**src/rtl/streaming_token_lexer_macros.svh**
```systemverilog
// Assertion macros shared by the token lexer modules.
`ifndef STREAMING_TOKEN_LEXER_MACROS_SVH
`define STREAMING_TOKEN_LEXER_MACROS_SVH

`ifndef SYNTH
// Check that a property holds at every clock edge out of reset.
`define STL_ASSERT(lbl, prop) \
  lbl: assert property (@(posedge clk) disable iff (rst) prop) \
    else $error("token lexer check failed");
// Check that a condition never comes true out of reset.
`define STL_NEVER(lbl, cond) \
  lbl: assert property (@(posedge clk) disable iff (rst) !(cond)) \
    else $error("token lexer check failed");
`else
`define STL_ASSERT(lbl, prop)
`define STL_NEVER(lbl, cond)
`endif

`endif

```
**src/rtl/stl_pkg.sv**
```systemverilog
// Shared types, codes and character tables of the streaming token lexer.
package stl_pkg;

  localparam int POS_WIDTH_DEF = 16;
  localparam int FIELD_W       = 16;
  localparam int KIND_W        = 5;
  localparam int MAX_TOK       = 3;
  localparam int QDEPTH        = 4;

  typedef logic [KIND_W-1:0]  kind_t;
  typedef logic [FIELD_W-1:0] field_t;
  typedef logic [7:0]         char_t;

  // Request kinds carried on the input tuser bit.
  localparam logic CMD_CHAR = 1'b0;
  localparam logic CMD_END  = 1'b1;

  // Token kinds.
  localparam kind_t K_LBRACK  = 5'd0;
  localparam kind_t K_RBRACK  = 5'd1;
  localparam kind_t K_LPAREN  = 5'd2;
  localparam kind_t K_RPAREN  = 5'd3;
  localparam kind_t K_COLON   = 5'd4;
  localparam kind_t K_COMMA   = 5'd5;
  localparam kind_t K_DOT     = 5'd6;
  localparam kind_t K_SEMI    = 5'd7;
  localparam kind_t K_PLUS    = 5'd8;
  localparam kind_t K_STAR    = 5'd9;
  localparam kind_t K_PERCENT = 5'd10;
  localparam kind_t K_NE      = 5'd11;
  localparam kind_t K_BANG    = 5'd12;
  localparam kind_t K_EQEQ    = 5'd13;
  localparam kind_t K_ASSIGN  = 5'd14;
  localparam kind_t K_GE      = 5'd15;
  localparam kind_t K_GT      = 5'd16;
  localparam kind_t K_LE      = 5'd17;
  localparam kind_t K_LT      = 5'd18;
  localparam kind_t K_ARROW   = 5'd19;
  localparam kind_t K_MINUS   = 5'd20;
  localparam kind_t K_SLASH   = 5'd21;
  localparam kind_t K_STRING  = 5'd22;
  localparam kind_t K_NUMBER  = 5'd23;
  localparam kind_t K_END     = 5'd24;
  localparam kind_t K_UNTERM  = 5'd25;
  localparam kind_t K_INVALID = 5'd26;

  // Characters.
  localparam char_t CH_TAB     = 8'h09;
  localparam char_t CH_LF      = 8'h0A;
  localparam char_t CH_CR      = 8'h0D;
  localparam char_t CH_SPACE   = 8'h20;
  localparam char_t CH_BANG    = 8'h21;
  localparam char_t CH_QUOTE   = 8'h22;
  localparam char_t CH_PERCENT = 8'h25;
  localparam char_t CH_LPAREN  = 8'h28;
  localparam char_t CH_RPAREN  = 8'h29;
  localparam char_t CH_STAR    = 8'h2A;
  localparam char_t CH_PLUS    = 8'h2B;
  localparam char_t CH_COMMA   = 8'h2C;
  localparam char_t CH_MINUS   = 8'h2D;
  localparam char_t CH_DOT     = 8'h2E;
  localparam char_t CH_SLASH   = 8'h2F;
  localparam char_t CH_0       = 8'h30;
  localparam char_t CH_9       = 8'h39;
  localparam char_t CH_COLON   = 8'h3A;
  localparam char_t CH_SEMI    = 8'h3B;
  localparam char_t CH_LT      = 8'h3C;
  localparam char_t CH_EQ      = 8'h3D;
  localparam char_t CH_GT      = 8'h3E;
  localparam char_t CH_LBRACK  = 8'h5B;
  localparam char_t CH_RBRACK  = 8'h5D;

  typedef enum logic [3:0] {
    MODE_IDLE,
    MODE_OP,
    MODE_SLASH,
    MODE_COMMENT,
    MODE_STRING,
    MODE_INT,
    MODE_DOT,
    MODE_FRAC,
    MODE_DEAD
  } mode_t;

  typedef struct packed {
    kind_t  kind;
    field_t start;
    field_t length;
    field_t line;
  } token_t;

  // All tokens that one request produces, slot 0 first.
  typedef struct packed {
    logic [1:0]                cnt;
    token_t [MAX_TOK-1:0]      tok;
  } bundle_t;

  typedef struct packed {
    logic full;
    logic empty;
  } q_status_t;

  typedef struct packed {
    logic  hit;
    kind_t kind;
  } kind_hit_t;

  typedef struct packed {
    logic  hit;
    kind_t two;
    kind_t one;
  } op_info_t;

  function automatic kind_hit_t single_kind(char_t c);
    kind_hit_t r;
    r.hit = 1'b1;
    case (c)
      CH_LBRACK:  r.kind = K_LBRACK;
      CH_RBRACK:  r.kind = K_RBRACK;
      CH_LPAREN:  r.kind = K_LPAREN;
      CH_RPAREN:  r.kind = K_RPAREN;
      CH_COLON:   r.kind = K_COLON;
      CH_COMMA:   r.kind = K_COMMA;
      CH_DOT:     r.kind = K_DOT;
      CH_SEMI:    r.kind = K_SEMI;
      CH_PLUS:    r.kind = K_PLUS;
      CH_STAR:    r.kind = K_STAR;
      CH_PERCENT: r.kind = K_PERCENT;
      default: begin
        r.hit  = 1'b0;
        r.kind = K_INVALID;
      end
    endcase
    return r;
  endfunction

  // Operator starters: two-character kind and one-character fallback.
  function automatic op_info_t op_info(char_t c);
    op_info_t r;
    r.hit = 1'b1;
    case (c)
      CH_BANG: begin r.two = K_NE;    r.one = K_BANG;   end
      CH_EQ:   begin r.two = K_EQEQ;  r.one = K_ASSIGN; end
      CH_GT:   begin r.two = K_GE;    r.one = K_GT;     end
      CH_LT:   begin r.two = K_LE;    r.one = K_LT;     end
      CH_MINUS: begin r.two = K_ARROW; r.one = K_MINUS; end
      default: begin
        r.hit = 1'b0;
        r.two = K_ARROW;
        r.one = K_MINUS;
      end
    endcase
    return r;
  endfunction

  function automatic logic is_digit(char_t c);
    return (c >= CH_0) && (c <= CH_9);
  endfunction

endpackage

```
**src/rtl/stl_front.sv**
```systemverilog
// Scanner front end: accepts requests, runs the lexer state and bundles tokens.
`include "streaming_token_lexer_macros.svh"

module stl_front #(
  parameter int POS_WIDTH = stl_pkg::POS_WIDTH_DEF
) (
  input  logic                clk,
  input  logic                rst,
  input  logic                in_valid,
  output logic                in_ready,
  input  logic                cmd,
  input  stl_pkg::char_t      ch,
  input  stl_pkg::q_status_t  q_status,
  output logic                push,
  output stl_pkg::bundle_t    push_data
);

  typedef logic [POS_WIDTH-1:0] pos_t;

  stl_pkg::mode_t  mode, mode_next;
  stl_pkg::char_t  pending_char, pending_char_next;
  pos_t            position, position_next;
  pos_t            lexeme_start, lexeme_start_next;
  stl_pkg::field_t line_count, line_count_next;

  logic accept;

  pos_t pos_plus1, pos_minus1;
  stl_pkg::field_t len_run, len_dot, len_str, f_start, f_dot_start, f_pos;

  stl_pkg::kind_hit_t sk;
  stl_pkg::op_info_t  oc_in, oc_pend;
  stl_pkg::char_t     op_match;

  // Flush of the pending lexeme.
  logic [1:0]       f_cnt, fc;
  stl_pkg::token_t  f_tok0, f_tok1;

  // Fresh character seen from the idle mode.
  logic             id_emit, id_set_start, id_set_pend, id_line_inc;
  stl_pkg::mode_t   id_mode;
  stl_pkg::token_t  id_tok;

  logic             do_flush, use_idle, line_inc, tail_emit;
  stl_pkg::token_t  tail_tok;

  function automatic stl_pkg::token_t mk_tok(stl_pkg::kind_t k, stl_pkg::field_t s,
                                             stl_pkg::field_t n, stl_pkg::field_t l);
    stl_pkg::token_t t;
    t.kind   = k;
    t.start  = s;
    t.length = n;
    t.line   = l;
    return t;
  endfunction

  assign in_ready = !q_status.full;
  assign accept   = in_valid && in_ready;

  assign pos_plus1   = position + pos_t'(1);
  assign pos_minus1  = position - pos_t'(1);
  assign len_run     = stl_pkg::field_t'(position - lexeme_start);
  assign len_dot     = stl_pkg::field_t'(pos_minus1 - lexeme_start);
  assign len_str     = stl_pkg::field_t'(pos_plus1 - lexeme_start);
  assign f_start     = stl_pkg::field_t'(lexeme_start);
  assign f_dot_start = stl_pkg::field_t'(pos_minus1);
  assign f_pos       = stl_pkg::field_t'(position);

  assign sk       = stl_pkg::single_kind(ch);
  assign oc_in    = stl_pkg::op_info(ch);
  assign oc_pend  = stl_pkg::op_info(pending_char);
  assign op_match = (pending_char == stl_pkg::CH_MINUS) ? stl_pkg::CH_GT : stl_pkg::CH_EQ;

  // Tokens that close the pending lexeme.
  always_comb begin
    f_cnt  = 2'd0;
    f_tok0 = mk_tok(stl_pkg::K_NUMBER, f_start, len_run, line_count);
    f_tok1 = mk_tok(stl_pkg::K_DOT, f_dot_start, stl_pkg::field_t'(1), line_count);
    case (mode)
      stl_pkg::MODE_OP: begin
        f_cnt  = 2'd1;
        f_tok0 = mk_tok(oc_pend.one, f_start, stl_pkg::field_t'(1), line_count);
      end
      stl_pkg::MODE_SLASH: begin
        f_cnt  = 2'd1;
        f_tok0 = mk_tok(stl_pkg::K_SLASH, f_start, stl_pkg::field_t'(1), line_count);
      end
      stl_pkg::MODE_INT, stl_pkg::MODE_FRAC: begin
        f_cnt = 2'd1;
      end
      stl_pkg::MODE_DOT: begin
        f_cnt  = 2'd2;
        f_tok0 = mk_tok(stl_pkg::K_NUMBER, f_start, len_dot, line_count);
      end
      stl_pkg::MODE_STRING: begin
        f_cnt  = 2'd1;
        f_tok0 = mk_tok(stl_pkg::K_UNTERM, f_start, len_run, line_count);
      end
      default: f_cnt = 2'd0;
    endcase
  end

  // Classify a character that starts from the idle mode.
  always_comb begin
    id_emit      = 1'b0;
    id_set_start = 1'b0;
    id_set_pend  = 1'b0;
    id_line_inc  = 1'b0;
    id_mode      = stl_pkg::MODE_IDLE;
    id_tok       = mk_tok(sk.kind, f_pos, stl_pkg::field_t'(1), line_count);
    if (sk.hit) begin
      id_emit = 1'b1;
    end else if (oc_in.hit) begin
      id_set_pend  = 1'b1;
      id_set_start = 1'b1;
      id_mode      = stl_pkg::MODE_OP;
    end else begin
      case (ch)
        stl_pkg::CH_SLASH: begin
          id_set_start = 1'b1;
          id_mode      = stl_pkg::MODE_SLASH;
        end
        stl_pkg::CH_SPACE, stl_pkg::CH_CR, stl_pkg::CH_TAB: id_mode = stl_pkg::MODE_IDLE;
        stl_pkg::CH_LF: id_line_inc = 1'b1;
        stl_pkg::CH_QUOTE: begin
          id_set_start = 1'b1;
          id_mode      = stl_pkg::MODE_STRING;
        end
        default: begin
          if (stl_pkg::is_digit(ch)) begin
            id_set_start = 1'b1;
            id_mode      = stl_pkg::MODE_INT;
          end else begin
            id_emit = 1'b1;
            id_mode = stl_pkg::MODE_DEAD;
          end
        end
      endcase
    end
  end

  // Next state and token bundle.
  always_comb begin
    mode_next         = mode;
    pending_char_next = pending_char;
    position_next     = position;
    lexeme_start_next = lexeme_start;
    line_count_next   = line_count;
    do_flush          = 1'b0;
    use_idle          = 1'b0;
    line_inc          = 1'b0;
    tail_emit         = 1'b0;
    tail_tok          = id_tok;
    if (accept) begin
      if (cmd == stl_pkg::CMD_END) begin
        do_flush          = 1'b1;
        tail_emit         = 1'b1;
        tail_tok          = mk_tok(stl_pkg::K_END, f_pos, '0, line_count);
        mode_next         = stl_pkg::MODE_IDLE;
        pending_char_next = '0;
        position_next     = '0;
        lexeme_start_next = '0;
        line_count_next   = stl_pkg::field_t'(1);
      end else begin
        position_next = pos_plus1;
        case (mode)
          stl_pkg::MODE_DEAD: use_idle = 1'b0;
          stl_pkg::MODE_COMMENT: use_idle = (ch == stl_pkg::CH_LF);
          stl_pkg::MODE_STRING: begin
            if (ch == stl_pkg::CH_QUOTE) begin
              tail_emit = 1'b1;
              tail_tok  = mk_tok(stl_pkg::K_STRING, f_start, len_str, line_count);
              mode_next = stl_pkg::MODE_IDLE;
            end else begin
              line_inc = (ch == stl_pkg::CH_LF);
            end
          end
          stl_pkg::MODE_OP: begin
            if (ch == op_match) begin
              tail_emit = 1'b1;
              tail_tok  = mk_tok(oc_pend.two, f_start, stl_pkg::field_t'(2), line_count);
              mode_next = stl_pkg::MODE_IDLE;
            end else begin
              do_flush = 1'b1;
              use_idle = 1'b1;
            end
          end
          stl_pkg::MODE_SLASH: begin
            if (ch == stl_pkg::CH_SLASH) begin
              mode_next = stl_pkg::MODE_COMMENT;
            end else begin
              do_flush = 1'b1;
              use_idle = 1'b1;
            end
          end
          stl_pkg::MODE_INT: begin
            if (ch == stl_pkg::CH_DOT) begin
              mode_next = stl_pkg::MODE_DOT;
            end else if (!stl_pkg::is_digit(ch)) begin
              do_flush = 1'b1;
              use_idle = 1'b1;
            end
          end
          stl_pkg::MODE_DOT: begin
            if (stl_pkg::is_digit(ch)) begin
              mode_next = stl_pkg::MODE_FRAC;
            end else begin
              do_flush = 1'b1;
              use_idle = 1'b1;
            end
          end
          stl_pkg::MODE_FRAC: begin
            if (!stl_pkg::is_digit(ch)) begin
              do_flush = 1'b1;
              use_idle = 1'b1;
            end
          end
          default: use_idle = 1'b1;
        endcase
        if (use_idle) begin
          tail_emit = id_emit;
          tail_tok  = id_tok;
          mode_next = id_mode;
          line_inc  = id_line_inc;
          if (id_set_start) begin
            lexeme_start_next = position;
          end
          if (id_set_pend) begin
            pending_char_next = ch;
          end
        end
        if (line_inc && (line_count != '1)) begin
          line_count_next = line_count + stl_pkg::field_t'(1);
        end
      end
    end
  end

  assign fc = do_flush ? f_cnt : 2'd0;

  always_comb begin
    push_data.cnt    = fc + {1'b0, tail_emit};
    push_data.tok[0] = (fc != 2'd0) ? f_tok0 : tail_tok;
    push_data.tok[1] = (fc == 2'd2) ? f_tok1 : tail_tok;
    push_data.tok[2] = tail_tok;
  end

  assign push = accept && (push_data.cnt != 2'd0);

  always_ff @(posedge clk) begin
    if (rst) begin
      mode         <= stl_pkg::MODE_IDLE;
      pending_char <= '0;
      position     <= '0;
      lexeme_start <= '0;
      line_count   <= stl_pkg::field_t'(1);
    end else begin
      mode         <= mode_next;
      pending_char <= pending_char_next;
      position     <= position_next;
      lexeme_start <= lexeme_start_next;
      line_count   <= line_count_next;
    end
  end

  `STL_NEVER(a_line_nonzero, line_count == '0)

endmodule

```
**src/rtl/stl_queue.sv**
```systemverilog
// Small bundle queue between the scanner and the token serializer.
`include "streaming_token_lexer_macros.svh"

module stl_queue (
  input  logic                clk,
  input  logic                rst,
  input  logic                push,
  input  stl_pkg::bundle_t    push_data,
  input  logic                pop,
  output stl_pkg::bundle_t    head,
  output stl_pkg::q_status_t  status
);

  localparam int PTR_W = $clog2(stl_pkg::QDEPTH);
  localparam int CNT_W = $clog2(stl_pkg::QDEPTH + 1);

  stl_pkg::bundle_t mem [stl_pkg::QDEPTH];
  logic [PTR_W-1:0] wr_ptr, rd_ptr;
  logic [CNT_W-1:0] count;

  function automatic logic [PTR_W-1:0] bump(logic [PTR_W-1:0] ptr);
    return (ptr == PTR_W'(stl_pkg::QDEPTH - 1)) ? '0 : ptr + PTR_W'(1);
  endfunction

  assign status.full  = (count == CNT_W'(stl_pkg::QDEPTH));
  assign status.empty = (count == '0);

  // Write on push; load the oldest bundle into the head register on pop.
  always_ff @(posedge clk) begin
    if (push) begin
      mem[wr_ptr] <= push_data;
    end
    if (pop) begin
      head <= mem[rd_ptr];
    end
  end

  always_ff @(posedge clk) begin
    if (rst) begin
      wr_ptr <= '0;
      rd_ptr <= '0;
      count  <= '0;
    end else begin
      if (push) begin
        wr_ptr <= bump(wr_ptr);
      end
      if (pop) begin
        rd_ptr <= bump(rd_ptr);
      end
      if (push && !pop) begin
        count <= count + CNT_W'(1);
      end else if (pop && !push) begin
        count <= count - CNT_W'(1);
      end
    end
  end

  `STL_NEVER(a_no_overflow, push && status.full)
  `STL_NEVER(a_no_underflow, pop && status.empty)

endmodule

```
**src/rtl/stl_back.sv**
```systemverilog
// Token serializer: unpacks queued bundles to one token per cycle if ready.
`include "streaming_token_lexer_macros.svh"

module stl_back (
  input  logic                clk,
  input  logic                rst,
  input  stl_pkg::bundle_t    head,
  input  stl_pkg::q_status_t  q_status,
  output logic                pop,
  output logic                out_valid,
  input  logic                out_ready,
  output stl_pkg::token_t     out_token,
  output logic                out_last
);

  logic             cur_valid;
  logic [1:0]       idx;
  logic             at_last, done;

  // head is the bundle loaded by the last pop; serve it token by token.
  assign at_last   = (idx == (head.cnt - 2'd1));
  assign done      = out_ready && at_last;
  assign pop       = !q_status.empty && (!cur_valid || done);
  assign out_valid = cur_valid;
  assign out_token = head.tok[idx];
  assign out_last  = at_last;

  always_ff @(posedge clk) begin
    if (rst) begin
      cur_valid <= 1'b0;
      idx       <= '0;
    end else if (pop) begin
      cur_valid <= 1'b1;
      idx       <= '0;
    end else if (cur_valid && out_ready) begin
      // Advance within the bundle, drop it after its last token.
      if (at_last) begin
        cur_valid <= 1'b0;
      end else begin
        idx <= idx + 2'd1;
      end
    end
  end

  `STL_ASSERT(a_idx_in_bundle, cur_valid |-> (idx < head.cnt))

endmodule

```
**src/rtl/streaming_token_lexer.sv**
```systemverilog
// Top level of the streaming token lexer: scanner, bundle queue and serializer.
//
//  channel | dir | tdata                          | tuser      | tlast
//  s_axis  | in  | ch[7:0]                        | cmd        | -
//  m_axis  | out | start[15:0] length[31:16]      | token_kind | last_of_run
//          |     | line[47:32]                    |            |
//
// The scanner takes one request per cycle: its state step (mode, position, line
// count, one pending character) is registered on acceptance. A request yields
// zero to three tokens, pushed as one bundle into a four-entry queue; the bundle
// is loaded into the head register and sent one token per cycle while m_axis is ready.
// Requests stall only while the queue is full (sink throttling or runs of multi-token
// requests). Synchronous reset empties the queue and sets the scanner to line 1.
module streaming_token_lexer #(
  parameter int POS_WIDTH = stl_pkg::POS_WIDTH_DEF
) (
  input  logic                         clk,
  input  logic                         rst,
  input  logic                         s_axis_tvalid,
  output logic                         s_axis_tready,
  input  logic [7:0]                   s_axis_tdata,   // ch[7:0]
  input  logic                         s_axis_tuser,   // cmd
  output logic                         m_axis_tvalid,
  input  logic                         m_axis_tready,
  output logic [3*stl_pkg::FIELD_W-1:0] m_axis_tdata,  // start, length, line (low first)
  output logic [stl_pkg::KIND_W-1:0]   m_axis_tuser,   // token_kind
  output logic                         m_axis_tlast    // last_of_run
);

  logic               push, pop;
  stl_pkg::bundle_t   push_data, head;
  stl_pkg::q_status_t q_status;
  stl_pkg::token_t    out_token;

  // Classify each request and bundle the tokens it closes.
  stl_front #(
    .POS_WIDTH (POS_WIDTH)
  ) u_front (
    .clk       (clk),
    .rst       (rst),
    .in_valid  (s_axis_tvalid),
    .in_ready  (s_axis_tready),
    .cmd       (s_axis_tuser),
    .ch        (s_axis_tdata),
    .q_status  (q_status),
    .push      (push),
    .push_data (push_data)
  );

  // Hold bundles so the scanner and the sink stall independently.
  stl_queue u_queue (
    .clk       (clk),
    .rst       (rst),
    .push      (push),
    .push_data (push_data),
    .pop       (pop),
    .head      (head),
    .status    (q_status)
  );

  // Hand out one token per cycle while ready, last_of_run on a bundle's final token.
  stl_back u_back (
    .clk       (clk),
    .rst       (rst),
    .head      (head),
    .q_status  (q_status),
    .pop       (pop),
    .out_valid (m_axis_tvalid),
    .out_ready (m_axis_tready),
    .out_token (out_token),
    .out_last  (m_axis_tlast)
  );

  assign m_axis_tdata = {out_token.line, out_token.length, out_token.start};
  assign m_axis_tuser = out_token.kind;

endmodule

```
**config.mk**
```make
export PLATFORM = sky130hd
export DESIGN_NAME = streaming_token_lexer
export DESIGN_NICKNAME = d
export VERILOG_FILES = /design/src/rtl/stl_pkg.sv /design/src/rtl/stl_front.sv /design/src/rtl/stl_queue.sv /design/src/rtl/stl_back.sv /design/src/rtl/streaming_token_lexer.sv
export VERILOG_INCLUDE_DIRS = /design/src /design/src/rtl
export SDC_FILE = /design/constraint.sdc
export NUM_CORES = 1
export LEC_CHECK = 0
export BUFFER_PORTS_ARGS = -buffer_cell sky130_fd_sc_hd__buf_4
export CORE_MARGIN = 2
export CORE_UTILIZATION = 44
export DETAILED_ROUTE_END_ITERATION = 16
export GPL_TIMING_DRIVEN = 0
export PLACE_DENSITY_LB_ADDON = 0.2
export SYNTH_ARGS = -nofsm -noshare
export SYNTH_HDL_FRONTEND = slang
export SYNTH_SLANG_ARGS = --single-unit
```
**constraint.sdc**
```tcl
create_clock -name clk -period 12.7 [get_ports clk]
set_clock_uncertainty 0.15 [all_clocks]
set_input_delay 1.27 -clock clk [delete_from_list [all_inputs] [get_ports clk]]
set_output_delay 1.27 -clock clk [all_outputs]
set_load 0.02 [all_outputs]
```
==> Word level (Yosys, flattened, before mapping) <==
Memories as Yosys holds them, arrays and structs flattened. A register that Yosys moved wholly into a read port is not among the register bits.
Index checks and enable logic that the tools add are counted.
{ "totals": {"out_inout_bits": 56, "reg_bits": 70, "ramBits": 644, "elab_cells": 197, "memories": 1} }
{ "memory_table": {"columns": ["memory", "words", "word_bits", "read_ports", "rd_ports_with_merged_regs", "write_ports", "line", "rtl"], "rows": [
  ["u_queue.mem", 4, 161, 1, 1, 1, "stl_queue.sv:17", "stl_pkg::bundle_t mem [stl_pkg::QDEPTH];"]
]} }
{ "classes": {"bitwise": 1, "reduce_logical": 41, "muxes": 81, "eq_ne": 47, "addsub": 13, "magnitude_cmp": 3} }
{ "ops": {"columns": ["operator", "count"], "rows": [
  ["$mux W53", 8],
  ["$pmux W53 S4", 1],
  ["$eq A8 B6 Y1 const B", 22],
  ["$bmux W53 S2", 1],
  ["$pmux W53 S2", 1],
  ["$mux W16", 6],
  ["$pmux W5 S11", 1],
  ["$sub A16 B16 Y16", 3],
  ["$mux W4", 10],
  ["$pmux W10 S4", 1],
  ["$mux W1", 36],
  ["$add A16 B1 Y16 const B", 2],
  ["$eq A8 B4 Y1 const B", 3],
  ["$mux W8", 3],
  ["$ne A4 B2 Y1 const B", 5],
  ["$pmux W4 S5", 1],
  ["$reduce_bool A2 Y1", 9],
  ["$eq A4 B3 Y1 const B", 4],
  ["$eq A8 B7 Y1 const B", 2],
  ["$ne A16 B16 Y1 const B", 1],
  ["$sub A16 B1 Y16 const B", 1],
  ["$pmux W4 S3", 1],
  ["$reduce_or A11 Y1", 1],
  ["$reduce_or A5 Y1", 2],
  ["other kinds (33)", 61]
]} }

==> Logic depth before layout (Yosys ltp) <==
{ "logic_depth": {"ltp_word": 17, "ltp_mapped": 20, "depth_no_buf": 17} }

==> Modules after synthesis <==
Synthesis repeated with hierarchy kept, for this count alone.
{ "unflattened": {"hier_cells": 2254, "area_unflattened_um2": 36897.9} }
{ "by_module_without_submodules": {"columns": ["module", "cells_per_inst", "area_per_inst_um2", "instances", "seq_area_each_um2"], "rows": [
  ["stl_queue", 1044, 28429.8, 1, 24313.3],
  ["stl_front", 1008, 7143.1, 1, 1201.2],
  ["stl_back", 202, 1325.0, 1, 60.1]
]} }

==> Worst setup path before layout <==
No wires, ideal clock.
{ "synth_path": {"kind": "input to register", "start": "input m_axis_tready", "end": "register u_queue.count[2]", "t_required_ns": 12.479, "arrival_ns": 9.276, "setup_time_ns": 0.070, "stages": 9, "setup_slack_ns": 3.204, "path_cell_list": "nand2_1 -> a21oi_1 -> inv_1 -> ha_1 -> inv_1 -> fa_1 -> xor2_1 -> or3_1 -> a21oi_1"} }
{ "synth_between": {"elab_chain_cells": 6, "elab_cells_between_ends": 8, "cone_classes": "mux (1); reduce/logical (7)"} }
{ "synth_rtl": {"columns": ["element", "line", "rtl"], "rows": [
  ["from (decl)", "streaming_token_lexer.sv:24", "input logic m_axis_tready,"],
  ["$logic_and A1 B1 Y1 *", "stl_back.sv:22", "assign done = out_ready && at_last;"],
  ["$logic_or A1 B1 Y1 *", "stl_back.sv:23", "assign pop = !q_status.empty && (!cur_valid || done);"],
  ["$logic_and A1 B1 Y1 *", "stl_back.sv:23", null],
  ["named net pop", "streaming_token_lexer.sv:30", "logic push, pop;"],
  ["$logic_not A1 Y1", "stl_queue.sv:50", "if (push && !pop) begin"],
  ["$logic_and A1 B1 Y1", "stl_queue.sv:50", null],
  ["$mux W3 / $reduce_bool A2 Y1 (equally long branches)", null, null],
  ["to (signal assigned)", "stl_queue.sv:51", "count <= count + CNT_W'(1);"],
  ["to (signal assigned)", "stl_queue.sv:53", "count <= count - CNT_W'(1);"],
  ["to (decl)", "stl_queue.sv:19", "logic [CNT_W-1:0] count;"]
]} }
Mark *: on every way through the listed nets, which the timed path passes. The rest lies on a longest branch.
A chain may end at the register's enable or synchronous reset.

==> run metrics <==
gpl congestion 0.972; FF+latch count, synth 715; CTS root buffer clkbuf_16; Slew HR 0.0447; dpl cells 3056; PwrDens 196 nW/um^2; CTS buffer count 77; H-tree levels 3; R2R depth 18; hold buffers post-CTS 0; CTS resizes 0; Critical Path Sink Type flop; Initial Utilization 0.444; hold depth 1; EDFF count, synth 645; Final period util 0.525; worst-path fanout max 10; Worst-path clk slew 60 ps; num ports 69; die height 269 um; final instance area 35600 sq um; Post-Syn Instances 2036; wire length per cell 25.1 um; Core Footprint 69900 sq um; Overall Global Routing Usage 0.221; post-layout util 0.509; Mapped Area 31000 sq um; Yosys warning count 0; Rows 97; vias in the first global route 18800; sequential area share after synthesis 0.670; Skew-Pair Late Insertion Delay 650 ps; IO buf count 66; HP Class reg -> reg; Diodes inserted 0; final hold viol count 0; detailed placer's ending HPWL 54800 um; CTS tree built; drt drc 0; die extent in x 269 um; RSZ-0062 raised after global routing false; worst vdd ir 135 uV; initial antenna violation count 0; non-filler instance count after layout 3192; syn avg cell area 15.2 sq um; placed inst area 33100 sq um; Post CTS Setup Buffer Count 0; Vias/cell 5.75; Worst-Margin Slew 1410 ps; Total Power 6980 uW; gr ovfl total 0; layout cell share with drive strength beyond 1 0.159; WP data arrival 7060 ps; DRT antenna net count 0; dominant register cell in the synthesized netlist edfxtp_1; # nets final 2266; first-pass GRT wire length 120000 um; pin count of the biggest net entering global routing 53; setup violators final 0; CP Data Required Time 13090 ps; Post-Route WL 80100 um; DRT Pass-1 Iters 5; initial drt markers 1456; minimum clock period after layout 6670 ps; CTS max path bufs 3; fmax 150 MHz; Crit Path Category in -> reg; Yosys cell types 80; Startpoint Class primary input; asr flop ratio synth 0; routed vias 18400; max-cap viol count 0; outcome finished, final reports clean; clk sinks 715; leakage power 0.0116 uW; Final Max Tran Viols 0; die area 72600 sq um; Area Overhead vs Synth 14.7%; Synthesized Nets 2107
[critical path, cell delays in order]
cell      delay [ps]
buf_4            130
or3b_1           360
buf_2            180
o41a_1           470
a211o_1          350
o31ai_1          420
buf_2            400
buf_1            650
a21oi_1           90
ha_1             460
nand4b_1         140
o311ai_0         160
nor3_2           550
ha_1             290
inv_1             70
fa_1             430
xor2_1           180
or3_1            310
a21oi_1          140
[logic make-up (layout without fill, tap and decap cells)]
logic type / after synthesis / in the layout / synth area share
flip-flops: 715 / 715 / 0.670
AND/OR/NAND/NOR: 471 / 471 / 0.0765
AO/OA/AOI/OAI: 367 / 367 / 0.0751
adder cells (fa/ha/maj): 58 / 58 / 0.0244
multiplexers: 189 / 189 / 0.113
buffers and inverters: 168 / 384 / 0.0221
XOR/XNOR: 68 / 68 / 0.0192
[stage by stage]
step                      TNS [ps]  setup slack, ps  hold slack [ps]
after floorplan                  0             3200              290
after global placement     -173770            -2150              318
after detailed placement         0             5400              325
after CTS                        0             6040              341
after global routing             0             5660              354
final                            0             6030              345
[layer usage]
| metal | vias up | share of wire | GRT usage | wire length [um] |
|---|---|---|---|---|
| met1 | 9437 | 0.44 | 0.306 | 35300 |
| met3 | 125 | 0.047 | 0.0324 | 3750 |
| met5 | - | 0 | 0 | 0 |
| li1 | 8276 | - | - | - |
| met2 | 517 | 0.49 | 0.365 | 38900 |
| met4 | 0 | 0.026 | 0.0629 | 2110 |
[cells in the mapped netlist, drive strengths merged (5+ instances only)]
library cell / n / area (sq um)
nor3b: 9 / 67.6
clkbuf: 65 / 245
a21o: 13 / 97.6
nand4: 9 / 56.3
or2: 6 / 37.5
a22o: 22 / 193
nor3: 45 / 235
o21bai: 7 / 52.6
mux2i: 59 / 591
nand4b: 5 / 43.8
o211ai: 6 / 45.0
inv: 57 / 214
dfxtp: 70 / 1400
nand2: 108 / 405
o31a: 7 / 61.3
ha: 54 / 676
a22oi: 14 / 105
buf: 46 / 225
nor2: 130 / 488
mux4: 129 / 2910
or4: 7 / 52.6
and2: 31 / 194
a21oi: 105 / 526
o21ai: 95 / 475
o22ai: 8 / 56.3
nand3: 27 / 135
xor2: 29 / 254
nor2b: 11 / 68.8
o21a: 17 / 128
or3: 20 / 125
a31oi: 13 / 81.3
a211o: 5 / 43.8
nor4: 9 / 56.3
edfxtp: 645 / 19400
and4: 6 / 52.6
o31ai: 14 / 105
and3: 19 / 124
a211oi: 10 / 75.1
nand2b: 12 / 75.1
xnor2: 39 / 342
[registers in the layout (all words and copies together), names as in the netlist]
register / flops
u_back.idx: 2
u_back.out_valid: 1
u_front.f_pos: 16
u_front.f_start: 16
u_front.line_count: 16
u_front.mode: 4
u_front.pending_char: 8
u_queue.count: 3
u_queue.head: 129
u_queue.mem: 516
u_queue.rd_ptr: 2
u_queue.wr_ptr: 2
[where the power goes]
group / switching [uW] / total [uW] / internal [uW] / leakage [uW]
logic: 980 / 1690 / 710 / 0.00397
registers: 82.5 / 3060 / 2980 / 0.00637
clock network: 919 / 2230 / 1310 / 0.00122
[cells in the final DEF (no fill, tap or decap), drive strengths merged, types with 9 or more instances in the layout]
cell / instances
clkinv: 28
a22oi: 14
o21a: 17
nand2: 108
buf: 126
mux4: 129
a22o: 22
mux2i: 59
dfxtp: 70
nor4: 9
nor2: 130
xor2: 29
nand4: 9
edfxtp: 645
nand2b: 12
ha: 54
nor2b: 11
a211oi: 10
and2: 31
nor3b: 9
a21o: 13
xnor2: 39
a31oi: 13
clkbuf: 158
a21oi: 105
or3: 20
nand3: 27
nor3: 45
inv: 60
o31ai: 14
and3: 19
o21ai: 95
[area by class of cell]
class / instances / area, sq um
well taps: 940 / 1180
fillers: 5912 / 34300
clock inverters: 43 / 489
flip-flops and latches: 715 / 20800
multi-input cells: 1153 / 9580
clock buffers: 93 / 2030
repair buffers: 80 / 843
inverters: 57 / 214
plain buffers: 111 / 470
[path summary, 6_finish.rpt]
check | startpoint | endpoint | slack, ps
worst min register to register | u_front.pending_char[7]$_SDFFE_PP0P_ | u_front.pending_char[7]$_SDFFE_PP0P_ | 350
worst max-delay path | s_axis_tdata[6] | u_queue.count[2]$_SDFFE_PP0P_ | 6030
worst min-delay path | u_front.pending_char[7]$_SDFFE_PP0P_ | u_front.pending_char[7]$_SDFFE_PP0P_ | 350
worst max register to register | u_front.pending_char[5]$_SDFFE_PP0P_ | u_queue.count[2]$_SDFFE_PP0P_ | 6450
Note: power is estimated with default switching activity, not from simulation.
